--- src/hw/rtl/pdrv_pkg.sv ---
// Shared types, widths and constants of the PID position drive.
package pdrv_pkg;

	localparam int POS_W   = 16;
	localparam int ERR_W   = POS_W + 1;
	localparam int DLT_W   = POS_W + 2;
	localparam int MAG_W   = POS_W + 1;
	localparam int GAIN_W  = 32;
	localparam int TICK_W  = 16;
	localparam int FRAC_W  = 24;
	localparam int INTEG_W = 48;
	localparam int PROD_W  = GAIN_W + MAG_W;
	localparam int SUM_W   = PROD_W + 2;
	localparam int TOTAL_W = SUM_W + 1;
	localparam int RND_W   = TOTAL_W - FRAC_W;
	localparam int DRV_W   = 8;
	localparam int LIM_W   = 7;
	localparam int BAND_W  = 8;
	localparam int CNT_W   = 6;
	localparam int ADDR_W  = 5;
	localparam int DATA_W  = 32;
	localparam int IDX_W   = ADDR_W - 2;

	localparam logic [INTEG_W-1:0] INTEG_LIM = {1'b1, {(INTEG_W-1){1'b0}}};
	localparam logic signed [ERR_W-1:0] PREV_INIT = 17'sd10;

	localparam logic [IDX_W-1:0] REG_PROP_GAIN   = 3'd0;
	localparam logic [IDX_W-1:0] REG_INTEG_GAIN  = 3'd1;
	localparam logic [IDX_W-1:0] REG_DERIV_GAIN  = 3'd2;
	localparam logic [IDX_W-1:0] REG_MIN_DRIVE   = 3'd3;
	localparam logic [IDX_W-1:0] REG_MAX_DRIVE   = 3'd4;
	localparam logic [IDX_W-1:0] REG_SETTLE_BAND = 3'd5;
	localparam logic [IDX_W-1:0] REG_TARGET_LOW  = 3'd6;
	localparam logic [IDX_W-1:0] REG_TARGET_HIGH = 3'd7;

	typedef struct packed {
		logic [GAIN_W-1:0]       prop_gain;
		logic [GAIN_W-1:0]       integ_gain;
		logic [GAIN_W-1:0]       deriv_gain;
		logic [LIM_W-1:0]        min_drive;
		logic [LIM_W-1:0]        max_drive;
		logic [BAND_W-1:0]       settle_band;
		logic signed [POS_W-1:0] target_low;
		logic signed [POS_W-1:0] target_high;
	} cfg_t;

	localparam cfg_t CFG_RESET = '{
		prop_gain:   32'd587203,
		integ_gain:  32'd252,
		deriv_gain:  32'd33554432,
		min_drive:   7'd25,
		max_drive:   7'd100,
		settle_band: 8'd10,
		target_low:  16'h8000,
		target_high: 16'h7FFF
	};

	typedef enum logic [2:0] {
		ST_IDLE,
		ST_MUL,
		ST_LOAD,
		ST_DIV,
		ST_INTEG,
		ST_TOTAL,
		ST_ROUND,
		ST_DONE
	} state_t;

endpackage

--- src/hw/rtl/pdrv_regs.sv ---
// Configuration register file behind the APB-style port.
module pdrv_regs (
	input  logic                         clk,
	input  logic                         arst_n,
	input  logic                         psel,
	input  logic                         penable,
	input  logic                         pwrite,
	input  logic [pdrv_pkg::ADDR_W-1:0]  paddr,
	input  logic [pdrv_pkg::DATA_W-1:0]  pwdata,
	output logic [pdrv_pkg::DATA_W-1:0]  prdata,
	output logic                         pready,
	output pdrv_pkg::cfg_t               cfg
);

	pdrv_pkg::cfg_t                  cfg_q;
	logic [pdrv_pkg::IDX_W-1:0]      idx;
	logic                            wr_en;

	assign idx    = paddr[pdrv_pkg::ADDR_W-1:2];
	assign wr_en  = psel & penable & pwrite;
	assign pready = 1'b1;
	assign cfg    = cfg_q;

	always_ff @(posedge clk or negedge arst_n) begin
		if (!arst_n) begin
			cfg_q <= pdrv_pkg::CFG_RESET;
		end else if (wr_en) begin
			case (idx)
				pdrv_pkg::REG_PROP_GAIN:   cfg_q.prop_gain   <= pwdata;
				pdrv_pkg::REG_INTEG_GAIN:  cfg_q.integ_gain  <= pwdata;
				pdrv_pkg::REG_DERIV_GAIN:  cfg_q.deriv_gain  <= pwdata;
				pdrv_pkg::REG_MIN_DRIVE:   cfg_q.min_drive   <= pwdata[pdrv_pkg::LIM_W-1:0];
				pdrv_pkg::REG_MAX_DRIVE:   cfg_q.max_drive   <= pwdata[pdrv_pkg::LIM_W-1:0];
				pdrv_pkg::REG_SETTLE_BAND: cfg_q.settle_band <= pwdata[pdrv_pkg::BAND_W-1:0];
				pdrv_pkg::REG_TARGET_LOW:  cfg_q.target_low  <= pwdata[pdrv_pkg::POS_W-1:0];
				pdrv_pkg::REG_TARGET_HIGH: cfg_q.target_high <= pwdata[pdrv_pkg::POS_W-1:0];
				default: ;
			endcase
		end
	end

	always_comb begin
		prdata = '0;
		case (idx)
			pdrv_pkg::REG_PROP_GAIN:   prdata = cfg_q.prop_gain;
			pdrv_pkg::REG_INTEG_GAIN:  prdata = cfg_q.integ_gain;
			pdrv_pkg::REG_DERIV_GAIN:  prdata = cfg_q.deriv_gain;
			pdrv_pkg::REG_MIN_DRIVE:   prdata = {{(pdrv_pkg::DATA_W-pdrv_pkg::LIM_W){1'b0}},
				cfg_q.min_drive};
			pdrv_pkg::REG_MAX_DRIVE:   prdata = {{(pdrv_pkg::DATA_W-pdrv_pkg::LIM_W){1'b0}},
				cfg_q.max_drive};
			pdrv_pkg::REG_SETTLE_BAND: prdata = {{(pdrv_pkg::DATA_W-pdrv_pkg::BAND_W){1'b0}},
				cfg_q.settle_band};
			pdrv_pkg::REG_TARGET_LOW:  prdata = {{(pdrv_pkg::DATA_W-pdrv_pkg::POS_W){1'b0}},
				cfg_q.target_low};
			pdrv_pkg::REG_TARGET_HIGH: prdata = {{(pdrv_pkg::DATA_W-pdrv_pkg::POS_W){1'b0}},
				cfg_q.target_high};
			default: prdata = '0;
		endcase
	end

endmodule

--- src/hw/rtl/pdrv_smul.sv ---
// Bit-serial shift-add multiplier, multiplier bits taken MSB first, optional saturation.
module pdrv_smul #(
	parameter int MW     = 32,
	parameter int BW     = 17,
	parameter int PW     = 49,
	parameter bit SAT_EN = 1'b0
) (
	input  logic          clk,
	input  logic          load,
	input  logic          step,
	input  logic [MW-1:0] mcand,
	input  logic [BW-1:0] mplier,
	output logic [PW-1:0] product
);

	localparam int SW = PW + 1;

	logic [MW-1:0] mcand_q;
	logic [BW-1:0] bits_q;
	logic [PW-1:0] acc_q;
	logic [SW-1:0] sum;
	logic [PW-1:0] acc_d;

	always_comb begin
		sum   = {acc_q, 1'b0} + (bits_q[BW-1] ? SW'(mcand_q) : '0);
		acc_d = sum[PW-1:0];
		if (SAT_EN && (sum > SW'(pdrv_pkg::INTEG_LIM))) begin
			acc_d = PW'(pdrv_pkg::INTEG_LIM);
		end
	end

	always_ff @(posedge clk) begin
		if (load) begin
			mcand_q <= mcand;
			bits_q  <= mplier;
			acc_q   <= '0;
		end else if (step) begin
			acc_q  <= acc_d;
			bits_q <= {bits_q[BW-2:0], 1'b0};
		end
	end

	assign product = acc_q;

endmodule

--- src/hw/rtl/pdrv_sdiv.sv ---
// Restoring divider, one quotient bit per cycle while step is high; a zero divisor counts as one.
module pdrv_sdiv #(
	parameter int NW = 49,
	parameter int DW = 16
) (
	input  logic          clk,
	input  logic          load,
	input  logic          step,
	input  logic [NW-1:0] dividend,
	input  logic [DW-1:0] divisor,
	output logic [NW-1:0] quotient
);

	logic [DW-1:0] dvs_q;
	logic [DW-1:0] rem_q;
	logic [NW-1:0] quo_q;
	logic [DW:0]   trial;
	logic [DW:0]   diff;
	logic          fits;

	assign trial = {rem_q, quo_q[NW-1]};
	assign fits  = trial >= {1'b0, dvs_q};
	assign diff  = trial - {1'b0, dvs_q};

	always_ff @(posedge clk) begin
		if (load) begin
			dvs_q <= (divisor == '0) ? DW'(1) : divisor;
			rem_q <= '0;
			quo_q <= dividend;
		end else if (step) begin
			rem_q <= fits ? diff[DW-1:0] : trial[DW-1:0];
			quo_q <= {quo_q[NW-2:0], fits};
		end
	end

	assign quotient = quo_q;

endmodule

--- src/hw/rtl/pid_position_drive.sv ---
// Top level of the PID position drive with deadband offset.
//
// Usage: write gains and limits over the APB-style port while no item is in
// flight. Each sample item (target, measured position, interval, start flag)
// is taken on sample_valid & sample_ready; one result item (drive_power,
// settled, position_error) leaves on result_valid & result_ready.
// Processing order from the accepting edge to result_valid: bit-serial P, D
// and I multiplies, a load state, the bit-serial divider for the derivative
// term, then the integral update, the sum, rounding and drive limiting.
// One item at a time; each runs the whole sequence, 49 divider steps included.
// sample_ready is high only while the sequencer is idle.
// The result sits in an output register, so the next item is taken while a
// result waits; if the receiver still stalls when the next result is ready,
// the sequencer holds that result until the register frees up.
// Reset: registers return to their defaults, previous error becomes 10, the
// integral clears and no result is pending.
module pid_position_drive (
	input  logic                               clk,
	input  logic                               arst_n,
	input  logic                               psel,
	input  logic                               penable,
	input  logic                               pwrite,
	input  logic [pdrv_pkg::ADDR_W-1:0]        paddr,
	input  logic [pdrv_pkg::DATA_W-1:0]        pwdata,
	output logic [pdrv_pkg::DATA_W-1:0]        prdata,
	output logic                               pready,
	input  logic                               sample_valid,
	output logic                               sample_ready,
	input  logic signed [pdrv_pkg::POS_W-1:0]  target_position,
	input  logic signed [pdrv_pkg::POS_W-1:0]  measured_position,
	input  logic [pdrv_pkg::TICK_W-1:0]        interval_ticks,
	input  logic                               start_move,
	output logic                               result_valid,
	input  logic                               result_ready,
	output logic signed [pdrv_pkg::DRV_W-1:0]  drive_power,
	output logic                               settled,
	output logic signed [pdrv_pkg::ERR_W-1:0]  position_error
);

	localparam int IRAW_W = pdrv_pkg::INTEG_W + 2;
	localparam logic signed [IRAW_W-1:0] IRAW_MAX =
		{3'b000, {(pdrv_pkg::INTEG_W-1){1'b1}}};
	localparam logic signed [IRAW_W-1:0] IRAW_MIN =
		{3'b111, {(pdrv_pkg::INTEG_W-1){1'b0}}};
	localparam logic [pdrv_pkg::TOTAL_W-1:0] HALF =
		{{(pdrv_pkg::TOTAL_W-pdrv_pkg::FRAC_W){1'b0}}, 1'b1, {(pdrv_pkg::FRAC_W-1){1'b0}}};

	pdrv_pkg::cfg_t   cfg;
	pdrv_pkg::state_t state_q, state_d;
	logic [pdrv_pkg::CNT_W-1:0] cnt_q, cnt_d;

	logic accept, finish, out_free;

	logic signed [pdrv_pkg::POS_W-1:0] tgt_clamp;
	logic signed [pdrv_pkg::ERR_W-1:0] err_new, prev_eff, prev_q;
	logic signed [pdrv_pkg::DLT_W-1:0] dlt_new;
	logic [pdrv_pkg::ERR_W-1:0]        err_abs;
	logic [pdrv_pkg::DLT_W-1:0]        dlt_abs;
	logic [pdrv_pkg::MAG_W-1:0]        err_mag, dlt_mag;
	logic                              settled_new;

	logic signed [pdrv_pkg::ERR_W-1:0] err_q;
	logic                              err_neg_q, dlt_neg_q, settled_q;
	logic [pdrv_pkg::TICK_W-1:0]       ticks_q;

	logic [pdrv_pkg::PROD_W-1:0] p_prod, d_prod, i_prod, t_prod, d_quo;

	logic signed [pdrv_pkg::INTEG_W-1:0] integ_q, integ_new;
	logic signed [IRAW_W-1:0]            integ_raw, integ_ext, integ_inc;
	logic [pdrv_pkg::SUM_W-1:0]          p_term, d_term;
	logic signed [pdrv_pkg::SUM_W-1:0]   sum_new, sum_q;
	logic signed [pdrv_pkg::TOTAL_W-1:0] total_new, total_q;
	logic [pdrv_pkg::TOTAL_W-1:0]        rnd_sum;
	logic [pdrv_pkg::RND_W-1:0]          rnd_q;
	logic                                rnd_neg_q;

	logic [pdrv_pkg::RND_W:0]            drv_sum;
	logic [pdrv_pkg::LIM_W-1:0]          drv_lim;
	logic signed [pdrv_pkg::DRV_W-1:0]   drive_new;

	logic                                result_valid_q, settled_out_q;
	logic signed [pdrv_pkg::DRV_W-1:0]   drive_q;
	logic signed [pdrv_pkg::ERR_W-1:0]   err_out_q;

	pdrv_regs u_regs (
		.clk     (clk),
		.arst_n  (arst_n),
		.psel    (psel),
		.penable (penable),
		.pwrite  (pwrite),
		.paddr   (paddr),
		.pwdata  (pwdata),
		.prdata  (prdata),
		.pready  (pready),
		.cfg     (cfg)
	);

	assign sample_ready = (state_q == pdrv_pkg::ST_IDLE);
	assign accept       = sample_valid & sample_ready;
	assign out_free     = ~result_valid_q | result_ready;
	assign finish       = (state_q == pdrv_pkg::ST_DONE) & out_free;

	// error, error change and settled flag of the incoming item
	always_comb begin
		tgt_clamp = target_position;
		if (tgt_clamp > cfg.target_high) begin
			tgt_clamp = cfg.target_high;
		end
		if (tgt_clamp < cfg.target_low) begin
			tgt_clamp = cfg.target_low;
		end
		err_new     = {tgt_clamp[pdrv_pkg::POS_W-1], tgt_clamp}
			- {measured_position[pdrv_pkg::POS_W-1], measured_position};
		prev_eff    = start_move ? pdrv_pkg::PREV_INIT : prev_q;
		dlt_new     = {err_new[pdrv_pkg::ERR_W-1], err_new}
			- {prev_eff[pdrv_pkg::ERR_W-1], prev_eff};
		err_abs     = err_new[pdrv_pkg::ERR_W-1] ? -err_new : err_new;
		dlt_abs     = dlt_new[pdrv_pkg::DLT_W-1] ? -dlt_new : dlt_new;
		err_mag     = err_abs;
		dlt_mag     = dlt_abs[pdrv_pkg::MAG_W-1:0];
		settled_new = (err_abs <= {{(pdrv_pkg::ERR_W-pdrv_pkg::BAND_W){1'b0}},
			cfg.settle_band}) && (err_new == prev_eff);
	end

	pdrv_smul #(
		.MW(pdrv_pkg::GAIN_W), .BW(pdrv_pkg::MAG_W), .PW(pdrv_pkg::PROD_W), .SAT_EN(1'b0)
	) u_pmul (
		.clk(clk), .load(accept), .step(state_q == pdrv_pkg::ST_MUL),
		.mcand(cfg.prop_gain), .mplier(err_mag), .product(p_prod)
	);

	pdrv_smul #(
		.MW(pdrv_pkg::GAIN_W), .BW(pdrv_pkg::MAG_W), .PW(pdrv_pkg::PROD_W), .SAT_EN(1'b0)
	) u_dmul (
		.clk(clk), .load(accept), .step(state_q == pdrv_pkg::ST_MUL),
		.mcand(cfg.deriv_gain), .mplier(dlt_mag), .product(d_prod)
	);

	pdrv_smul #(
		.MW(pdrv_pkg::GAIN_W), .BW(pdrv_pkg::MAG_W), .PW(pdrv_pkg::PROD_W), .SAT_EN(1'b1)
	) u_imul (
		.clk(clk), .load(accept), .step(state_q == pdrv_pkg::ST_MUL),
		.mcand(cfg.integ_gain), .mplier(err_mag), .product(i_prod)
	);

	pdrv_smul #(
		.MW(pdrv_pkg::INTEG_W), .BW(pdrv_pkg::TICK_W), .PW(pdrv_pkg::PROD_W), .SAT_EN(1'b1)
	) u_tmul (
		.clk(clk), .load(state_q == pdrv_pkg::ST_LOAD),
		.step((state_q == pdrv_pkg::ST_DIV) && (cnt_q < pdrv_pkg::CNT_W'(pdrv_pkg::TICK_W))),
		.mcand(i_prod[pdrv_pkg::INTEG_W-1:0]), .mplier(ticks_q), .product(t_prod)
	);

	pdrv_sdiv #(
		.NW(pdrv_pkg::PROD_W), .DW(pdrv_pkg::TICK_W)
	) u_div (
		.clk(clk), .load(state_q == pdrv_pkg::ST_LOAD), .step(state_q == pdrv_pkg::ST_DIV),
		.dividend(d_prod), .divisor(ticks_q), .quotient(d_quo)
	);

	// sequencer
	always_comb begin
		state_d = state_q;
		cnt_d   = cnt_q;
		case (state_q)
			pdrv_pkg::ST_IDLE: begin
				cnt_d = '0;
				if (sample_valid) begin
					state_d = pdrv_pkg::ST_MUL;
				end
			end
			pdrv_pkg::ST_MUL: begin
				if (cnt_q == pdrv_pkg::CNT_W'(pdrv_pkg::MAG_W - 1)) begin
					state_d = pdrv_pkg::ST_LOAD;
					cnt_d   = '0;
				end else begin
					cnt_d = cnt_q + 1'b1;
				end
			end
			pdrv_pkg::ST_LOAD: begin
				state_d = pdrv_pkg::ST_DIV;
				cnt_d   = '0;
			end
			pdrv_pkg::ST_DIV: begin
				if (cnt_q == pdrv_pkg::CNT_W'(pdrv_pkg::PROD_W - 1)) begin
					state_d = pdrv_pkg::ST_INTEG;
					cnt_d   = '0;
				end else begin
					cnt_d = cnt_q + 1'b1;
				end
			end
			pdrv_pkg::ST_INTEG: state_d = pdrv_pkg::ST_TOTAL;
			pdrv_pkg::ST_TOTAL: state_d = pdrv_pkg::ST_ROUND;
			pdrv_pkg::ST_ROUND: state_d = pdrv_pkg::ST_DONE;
			pdrv_pkg::ST_DONE: begin
				if (out_free) begin
					state_d = pdrv_pkg::ST_IDLE;
				end
			end
			default: state_d = pdrv_pkg::ST_IDLE;
		endcase
	end

	// integral update, term sum, rounding and drive limiting
	always_comb begin
		integ_ext = {{2{integ_q[pdrv_pkg::INTEG_W-1]}}, integ_q};
		integ_inc = {1'b0, t_prod};
		integ_raw = err_neg_q ? (integ_ext - integ_inc) : (integ_ext + integ_inc);
		if (integ_raw > IRAW_MAX) begin
			integ_new = IRAW_MAX[pdrv_pkg::INTEG_W-1:0];
		end else if (integ_raw < IRAW_MIN) begin
			integ_new = IRAW_MIN[pdrv_pkg::INTEG_W-1:0];
		end else begin
			integ_new = integ_raw[pdrv_pkg::INTEG_W-1:0];
		end

		p_term  = {2'b00, p_prod};
		d_term  = {2'b00, d_quo};
		sum_new = (err_neg_q ? -p_term : p_term) + (dlt_neg_q ? -d_term : d_term);

		total_new = {sum_q[pdrv_pkg::SUM_W-1], sum_q}
			+ {{(pdrv_pkg::TOTAL_W-pdrv_pkg::INTEG_W){integ_q[pdrv_pkg::INTEG_W-1]}}, integ_q};

		rnd_sum = total_q[pdrv_pkg::TOTAL_W-1] ? (~total_q + (HALF + 1'b1)) : (total_q + HALF);

		drv_sum = {1'b0, rnd_q} + {{(pdrv_pkg::RND_W+1-pdrv_pkg::LIM_W){1'b0}}, cfg.min_drive};
		if (rnd_q == '0) begin
			drv_lim = '0;
		end else if (drv_sum > {{(pdrv_pkg::RND_W+1-pdrv_pkg::LIM_W){1'b0}}, cfg.max_drive})
		begin
			drv_lim = cfg.max_drive;
		end else begin
			drv_lim = drv_sum[pdrv_pkg::LIM_W-1:0];
		end
		drive_new = rnd_neg_q ? -{1'b0, drv_lim} : {1'b0, drv_lim};
	end

	always_ff @(posedge clk or negedge arst_n) begin
		if (!arst_n) begin
			state_q        <= pdrv_pkg::ST_IDLE;
			cnt_q          <= '0;
			prev_q         <= pdrv_pkg::PREV_INIT;
			integ_q        <= '0;
			result_valid_q <= 1'b0;
		end else begin
			state_q <= state_d;
			cnt_q   <= cnt_d;
			if (accept) begin
				prev_q <= err_new;
				if (start_move) begin
					integ_q <= '0;
				end
			end
			if (state_q == pdrv_pkg::ST_INTEG) begin
				integ_q <= integ_new;
			end
			if (finish) begin
				result_valid_q <= 1'b1;
			end else if (result_ready) begin
				result_valid_q <= 1'b0;
			end
		end
	end

	always_ff @(posedge clk) begin
		if (accept) begin
			err_q     <= err_new;
			err_neg_q <= err_new[pdrv_pkg::ERR_W-1];
			dlt_neg_q <= dlt_new[pdrv_pkg::DLT_W-1];
			ticks_q   <= interval_ticks;
			settled_q <= settled_new;
		end
		if (state_q == pdrv_pkg::ST_INTEG) begin
			sum_q <= sum_new;
		end
		if (state_q == pdrv_pkg::ST_TOTAL) begin
			total_q <= total_new;
		end
		if (state_q == pdrv_pkg::ST_ROUND) begin
			rnd_q     <= rnd_sum[pdrv_pkg::TOTAL_W-1:pdrv_pkg::FRAC_W];
			rnd_neg_q <= total_q[pdrv_pkg::TOTAL_W-1];
		end
		if (finish) begin
			drive_q       <= drive_new;
			settled_out_q <= settled_q;
			err_out_q     <= err_q;
		end
	end

	assign result_valid   = result_valid_q;
	assign drive_power    = drive_q;
	assign settled        = settled_out_q;
	assign position_error = err_out_q;

endmodule

--- config.mk ---
export PLATFORM = sky130hd
export DESIGN_NAME = pid_position_drive
export DESIGN_NICKNAME = d
export VERILOG_FILES = /design/src/hw/rtl/pdrv_pkg.sv /design/src/hw/rtl/pdrv_regs.sv /design/src/hw/rtl/pdrv_smul.sv /design/src/hw/rtl/pdrv_sdiv.sv /design/src/hw/rtl/pid_position_drive.sv
export SDC_FILE = /design/constraint.sdc
export NUM_CORES = 2
export LEC_CHECK = 0
export BUFFER_PORTS_ARGS = -buffer_cell sky130_fd_sc_hd__buf_2
export CORE_MARGIN = 3
export CORE_UTILIZATION = 64
export DETAILED_ROUTE_END_ITERATION = 8
export GPL_TIMING_DRIVEN = 0
export PLACE_DENSITY = 0.91
export SYNTH_ARGS = -nofsm -noshare
export SYNTH_HDL_FRONTEND = slang
export SYNTH_SLANG_ARGS = --single-unit
--- constraint.sdc ---
create_clock -name clk -period 13 [get_ports clk]
set_input_delay 1.95 -clock clk [delete_from_list [all_inputs] [get_ports clk]]
set_output_delay 1.95 -clock clk [all_outputs]
set_load 0.05 [all_outputs]
==> After elaboration in Yosys (flattened, before gate mapping) <==
Cells that the tools add are included.
{ "totals": {"word_cells": 168, "in_bits": 93, "out_inout_bits": 61, "reg_bits": 907} }
{ "op_classes": {"n_eq_ne": 21, "n_bitwise": 7, "n_reduce_logical": 24, "muxes": 45, "n_addsub": 20, "magnitude_cmp": 10} }
{ "ops": {"columns": ["op", "n"], "rows": [
  ["2-to-1 mux 48 bit", 6],
  ["one-hot mux 32 bit (8 select lines)", 1],
  ["2-to-1 mux 49 bit", 4],
  ["2-to-1 mux 17 bit", 9],
  ["greater-than comparator 50 x 48 -> 1 bit, second input constant", 3],
  ["adder 52 x 24 -> 52 bit, second input constant", 2],
  ["2-to-1 mux 51 bit", 2],
  ["negation 49 -> 51 bit", 2],
  ["adder 50 bit", 2],
  ["adder 49 bit", 2],
  ["2-to-1 mux 32 bit", 3],
  ["2-to-1 mux 16 bit", 5],
  ["adder 51 x 48 -> 52 bit", 1],
  ["2-to-1 mux 52 bit", 1],
  ["NOT 52 bit", 1],
  ["adder 51 bit", 1],
  ["adder 48 x 50 -> 50 bit", 1],
  ["less-than comparator 50 x 48 -> 1 bit, second input constant", 1],
  ["2-to-1 mux 50 bit", 1],
  ["subtractor 48 x 50 -> 50 bit", 1],
  ["negation 17 bit", 2],
  ["adder 28 x 7 -> 29 bit", 1],
  ["greater-than comparator 29 x 7 -> 1 bit", 1],
  ["zero test 28 bit", 1],
  ["34 further kinds", 73]
]} }

==> Depth between registers and ports, before layout <==
{ "logic_depth": {"depth_word": 9, "ltp_mapped": 49, "depth_no_buf": 44} }

==> By module <==
From an unflattened synthesis, not the netlist that was laid out.
{ "hier_totals": {"cells_unflattened": 6264, "hier_area_um2": 61341.3} }
{ "modules_own_cells": {"columns": ["mod", "seq_area_each_um2", "cells_per_inst", "instances", "area_per_inst_um2"], "rows": [
  ["pid_position_drive", 7674.9, 2936, 1, 25943.6],
  ["pdrv_regs", 3806.2, 505, 1, 6921.6],
  ["pdrv_smul (u_tmul)", 2902.8, 662, 1, 6735.2],
  ["pdrv_smul (u_imul)", 2452.4, 652, 1, 6149.6],
  ["pdrv_smul (u_pmul)", 2452.4, 597, 1, 5764.3],
  ["pdrv_smul (u_dmul)", 2452.4, 561, 1, 5594.1],
  ["pdrv_sdiv", 2272.2, 351, 1, 4232.8]
]} }

==> Worst setup path before layout <==
No wires, ideal clock.
{ "synth_path": {"path_type": "input to register", "from": "input target_position[1] (netlist name)", "to": "register settled_q (data pin)", "setup_ns": 0.175, "path_slack_ns": 2.375, "stages": 47, "arrival_time_ns": 10.449, "cell_sequence": "ha_1 -> nor2b_1 -> o21ai_0 -> nand2b_1 -> a21oi_1 -> o21ai_0 -> a2111oi_0 -> a222oi_1 -> clkbuf_1 -> clkbuf_1 -> mux2_2 -> ha_1 -> a21o_1 -> a21o_1 -> a21oi_1 -> o211ai_1 -> o32ai_2 -> clkbuf_1 -> [... 11 more ...] -> o31a_1 -> clkbuf_1 -> inv_1 -> clkbuf_1 -> o21ai_0 -> ha_1 -> nor2b_1 -> o21a_1 -> o21a_1 -> o21a_1 -> o21ai_0 -> nand2b_1 -> a21oi_1 -> nor2b_1 -> o22ai_1 -> nand3_1 -> a221oi_1 -> nor4bb_1"} }
{ "synth_via": {"elab_chain_len": 9, "elab_cells_between_ends": 10} }
{ "synth_lines": {"columns": ["item", "line_no", "source"], "rows": [
  ["start, declared", "pid_position_drive.sv:29", "input logic signed [pdrv_pkg::POS_W-1:0] target_position,"],
  ["greater-than comparator 16 bit", "pid_position_drive.sv:106", "if (tgt_clamp > cfg.target_high) begin"],
  ["2-to-1 mux 16 bit (*)", "pid_position_drive.sv:106", null],
  ["less-than comparator 16 bit", "pid_position_drive.sv:109", "if (tgt_clamp < cfg.target_low) begin"],
  ["2-to-1 mux 16 bit (*)", "pid_position_drive.sv:109", null],
  ["subtractor 16 x 16 -> 17 bit (*)", "pid_position_drive.sv:113", "- {measured_position[pdrv_pkg::POS_W-1], measured_position};"],
  ["named net err_new, one bit", "pid_position_drive.sv:55", "logic signed [pdrv_pkg::ERR_W-1:0] err_new, prev_eff, prev_q;"],
  ["negation 17 bit", "pid_position_drive.sv:117", "err_abs = err_new[pdrv_pkg::ERR_W-1] ? -err_new : err_new;"],
  ["2-to-1 mux 17 bit", "pid_position_drive.sv:117", null],
  ["less-or-equal comparator 17 x 8 -> 1 bit", "pid_position_drive.sv:121", "settled_new = (err_abs <= {{(pdrv_pkg::ERR_W-pdrv_pkg::BAND_W){1'b0}},"],
  ["logical AND 1 bit (*)", "pid_position_drive.sv:122", "cfg.settle_band}) && (err_new == prev_eff);"],
  ["named net settled_new", "pid_position_drive.sv:60", "logic settled_new;"],
  ["end signal, assigned", "pid_position_drive.sv:271", "settled_q <= settled_new;"],
  ["end, declared", "pid_position_drive.sv:63", "logic err_neg_q, dlt_neg_q, settled_q;"]
]} }
The timed path passes the listed nets; every way through them passes the cells marked *.
A chain may end at the register's enable or synchronous reset.

==> Worst setup path in the final report <==
{ "layout_path": {"from": "input target_position[5] (netlist name)", "to": "register settled_q (data pin)"} }
Same word-level chain as after synthesis.

==> flow_metrics.tcl <==
set metrics [dict create \
    first_iter_violations 5960 \
    layout_commonest_cell "nand2_1" \
    diodes 0 \
    ir_worst_vdd_mv 0.3224 \
    io-pin-count 154 \
    clock_latency_ns 0.70 \
    synth_top_family_by_area "compound AO/OA/AOI/OAI gates" \
    synthAdderAreaFrac_pct 9.034 \
    synth-seq-cells 889 \
    core.rowCount 109 \
    arrival_ns 12.68 \
    synth-xor-area-share_pct 8.257 \
    nets 6863 \
    crit_buf_inv 6 \
    path_max_fanout 11 \
    synth_nets 6612 \
    ys_types 105 \
    async_flop_share_pct 25.31 \
    drive_gt1_share_pct 10.02 \
    worst-setup-path-type "in2reg" \
    cp_slowest_cell "a2111oi_0" \
    die_area_um2 94630 \
    path_delay_family "compound AO/OA/AOI/OAI gates" \
    synth.area.top_cells "edfxtp_1 23%, ha_1 8.6%, dfrtp_1 7.8%" \
    antenna_found_initial 3 \
    drc 0 \
    synth_cells 6106 \
    io_buffer_count 147 \
    synth_edf_count 452 \
    wl_mm 175.7 \
    setup_violations 0 \
    cap_violations 0 \
    slew_violations 0 \
    whs_ns 0.4212 \
    cts.clk_slew.worst_paths_ns 0.06 \
    htreeDepth 3 \
    status "finished, final reports clean" \
    yosys_warnings 0 \
    cts_setup_buffers 0 \
    synth_area_um2 58220 \
    synth_simple_gate_area_share_pct 15.41 \
    fin_worst_skew_ns 0.05758 \
    grt_max_degree 88 \
    rsz0062_at_grt "false" \
    coreArea_um2 89330 \
    critPathCaptureType "flip-flop" \
    period_share_pct 94.28 \
    die_h_um 307.6 \
    yosysTopAreaCellShare_pct 23.31 \
    cts_made_buffers 93 \
    start_util_pct 65.18 \
    p_leak_nw 26.41 \
    synthMuxAreaShare_pct 5.198 \
    synthFlopType "edfxtp_1" \
    antenna_left 0 \
    grt_pass1_vias 48450 \
    crit_path_frequent_cell "o21ai_0" \
    layout_common_cells "559 x nand2_1, 494 x o21ai_0, 452 x edfxtp_1" \
    root_buffer "clkbuf_16" \
    critical_path.max_stage_delay_ns 0.52 \
    yosysTopAreaCell "edfxtp_1" \
    place_congestion 1.012 \
    clock_sinks 889 \
    finalHoldViolCount 0 \
    hold_class "reg2reg" \
    die_x_um 307.6 \
    relSlewSlack_pct 2.379 \
    gr-total-overflow 0 \
    cts_buffer_depth 3 \
    critPathLaunchType "input port" \
    num_vias 50650 \
    drt-pass1-iter-count 7 \
    power_density_nw_per_um2 311.5 \
    grt_usage_pct 36.19 \
    syn2layout_area_growth_pct 9.767 \
    via_per_inst 6.662 \
    synth_area_per_cell_um2 9.535 \
    timing.fmax_ghz 0.08159 \
    synth_compound_area_share_pct 18.41 \
    tightest_slew_ns 1.453 \
    grt_pass1_wl_mm 270.5 \
    cts_tree "yes" \
    yosysSeqAreaShare_pct 40.37 \
    place_hpwl_mm 131.4 \
    critPathRequiredTime_ns 13.42 \
    tns_ns 0 \
    fin_crit_ns 12.26 \
    wl_per_cell_um 23.10 \
]
## path summary, 6_finish.rpt
check	startpoint	end	slack [ns]	cells past startpoint
worst max-delay path	target_position[5]	settled_q$_DFFE_PP_	0.74	46
worst min-delay path	err_q[4]$_DFFE_PP_	position_error[4]$_DFFE_PP_	0.42	0
worst max register to register	u_regs.cfg[5]$_DFFE_PN1P_	settled_q$_DFFE_PP_	1.50	46
worst min register to register	err_q[4]$_DFFE_PP_	position_error[4]$_DFFE_PP_	0.42	0
max in group asynchronous	arst_n	cnt_q[4]$_DFFE_PN0P_	10.44	3
min in group asynchronous	arst_n	u_regs.cfg[106]$_DFFE_PN0P_	1.25	1
## worst register-to-register path: cells and delay by family (launching register included)
kind	cells	cell delay, ns
mux	2	0.48
buf+inv	6	1.45
fa+ha+maj	5	1.53
compound gates	27	6.00
simple gates	6	1.19
flops	1	0.57
## metal layers
layer / vias to the layer above / GRT usage, % / wire, um
li1: 22930 / - / -
met1: 23820 / 46.76 / 66410
met3: 684 / 7.262 / 19930
met2: 3209 / 56.92 / 77850
met4: 0 / 20.88 / 11460
met5: - / 0 / 0
## registers in the layout, summed over array words and instances, names as in the netlist, 28 cells and up
register        count
rnd_q              28
u_tmul.mcand_q     48
u_pmul.mcand_q     32
sum_q              51
u_tmul.product     49
u_dmul.product     49
integ_q            48
u_imul.mcand_q     32
u_pmul.product     49
u_imul.product     49
u_div.quotient     49
u_regs.cfg        150
u_dmul.mcand_q     32
total_q            52
## cells by family after synthesis
family,count (synthesis)
adders and majority gates,414
muxes,273
and+or+nand+nor,1800
AOI/OAI and AO/OA,1678
xor gates and xnor gates,544
buffers and inverters,507
DFF,889
other,1
## final cells by class
| class | count | area (um2) |
|---|---|---|
| multi-input combinational | 4710 | 32820 |
| fill | 6031 | 25420 |
| sequential | 889 | 23500 |
| clock buffer | 118 | 2651 |
| tap | 1165 | 1458 |
| buffer | 255 | 992.2 |
| timing repair buffer | 157 | 950.9 |
| inverter | 251 | 944.7 |
| clock inverter | 58 | 594.3 |
## stage by stage
| stage | util (%) | setup WS (ns) | power (W) | cells | cell area, um2 |
|---|---|---|---|---|---|
| 2_1_floorplan | - | 2.375 | 0.01354 | 6106 | 58220 |
| 3_5_place_dp | 67.89 | -0.3919 | 0.01650 | 7427 | 60650 |
| 4_1_cts | 71.52 | 0.1759 | 0.01949 | 7603 | 63890 |
| 6_report | 71.54 | 0.7430 | 0.01991 | 7603 | 63910 |
| 5_1_grt | 71.54 | 0.2145 | 0.02110 | 7603 | 63910 |
| 3_3_place_gp | 67.63 | -0.05176 | 0.01604 | 7418 | 60420 |
## power breakdown
group | switching (W) | internal, W
clock | 0.00121 | 0.00162
sequential | 0.000858 | 0.00397
combinational | 0.00735 | 0.00490
## timing repair
item	in CTS	in global routing
gates resized for setup	0	8
setup endpoints to repair	0	1
hold buffers	0	0
## synth_stat cells, drive strengths merged (84+ instances only)
library cell  count
nand3           160
xor2            157
nand2b           84
and2            173
xnor2           384
a21oi           405
dfrtp           181
ha              402
inv             250
nor3             99
clkbuf          226
a21o            197
dfxtp           212
edfxtp          452
mux2            205
o21ai           500
nor2            330
nand2           559
Note: power is estimated with default switching activity, not from simulation.
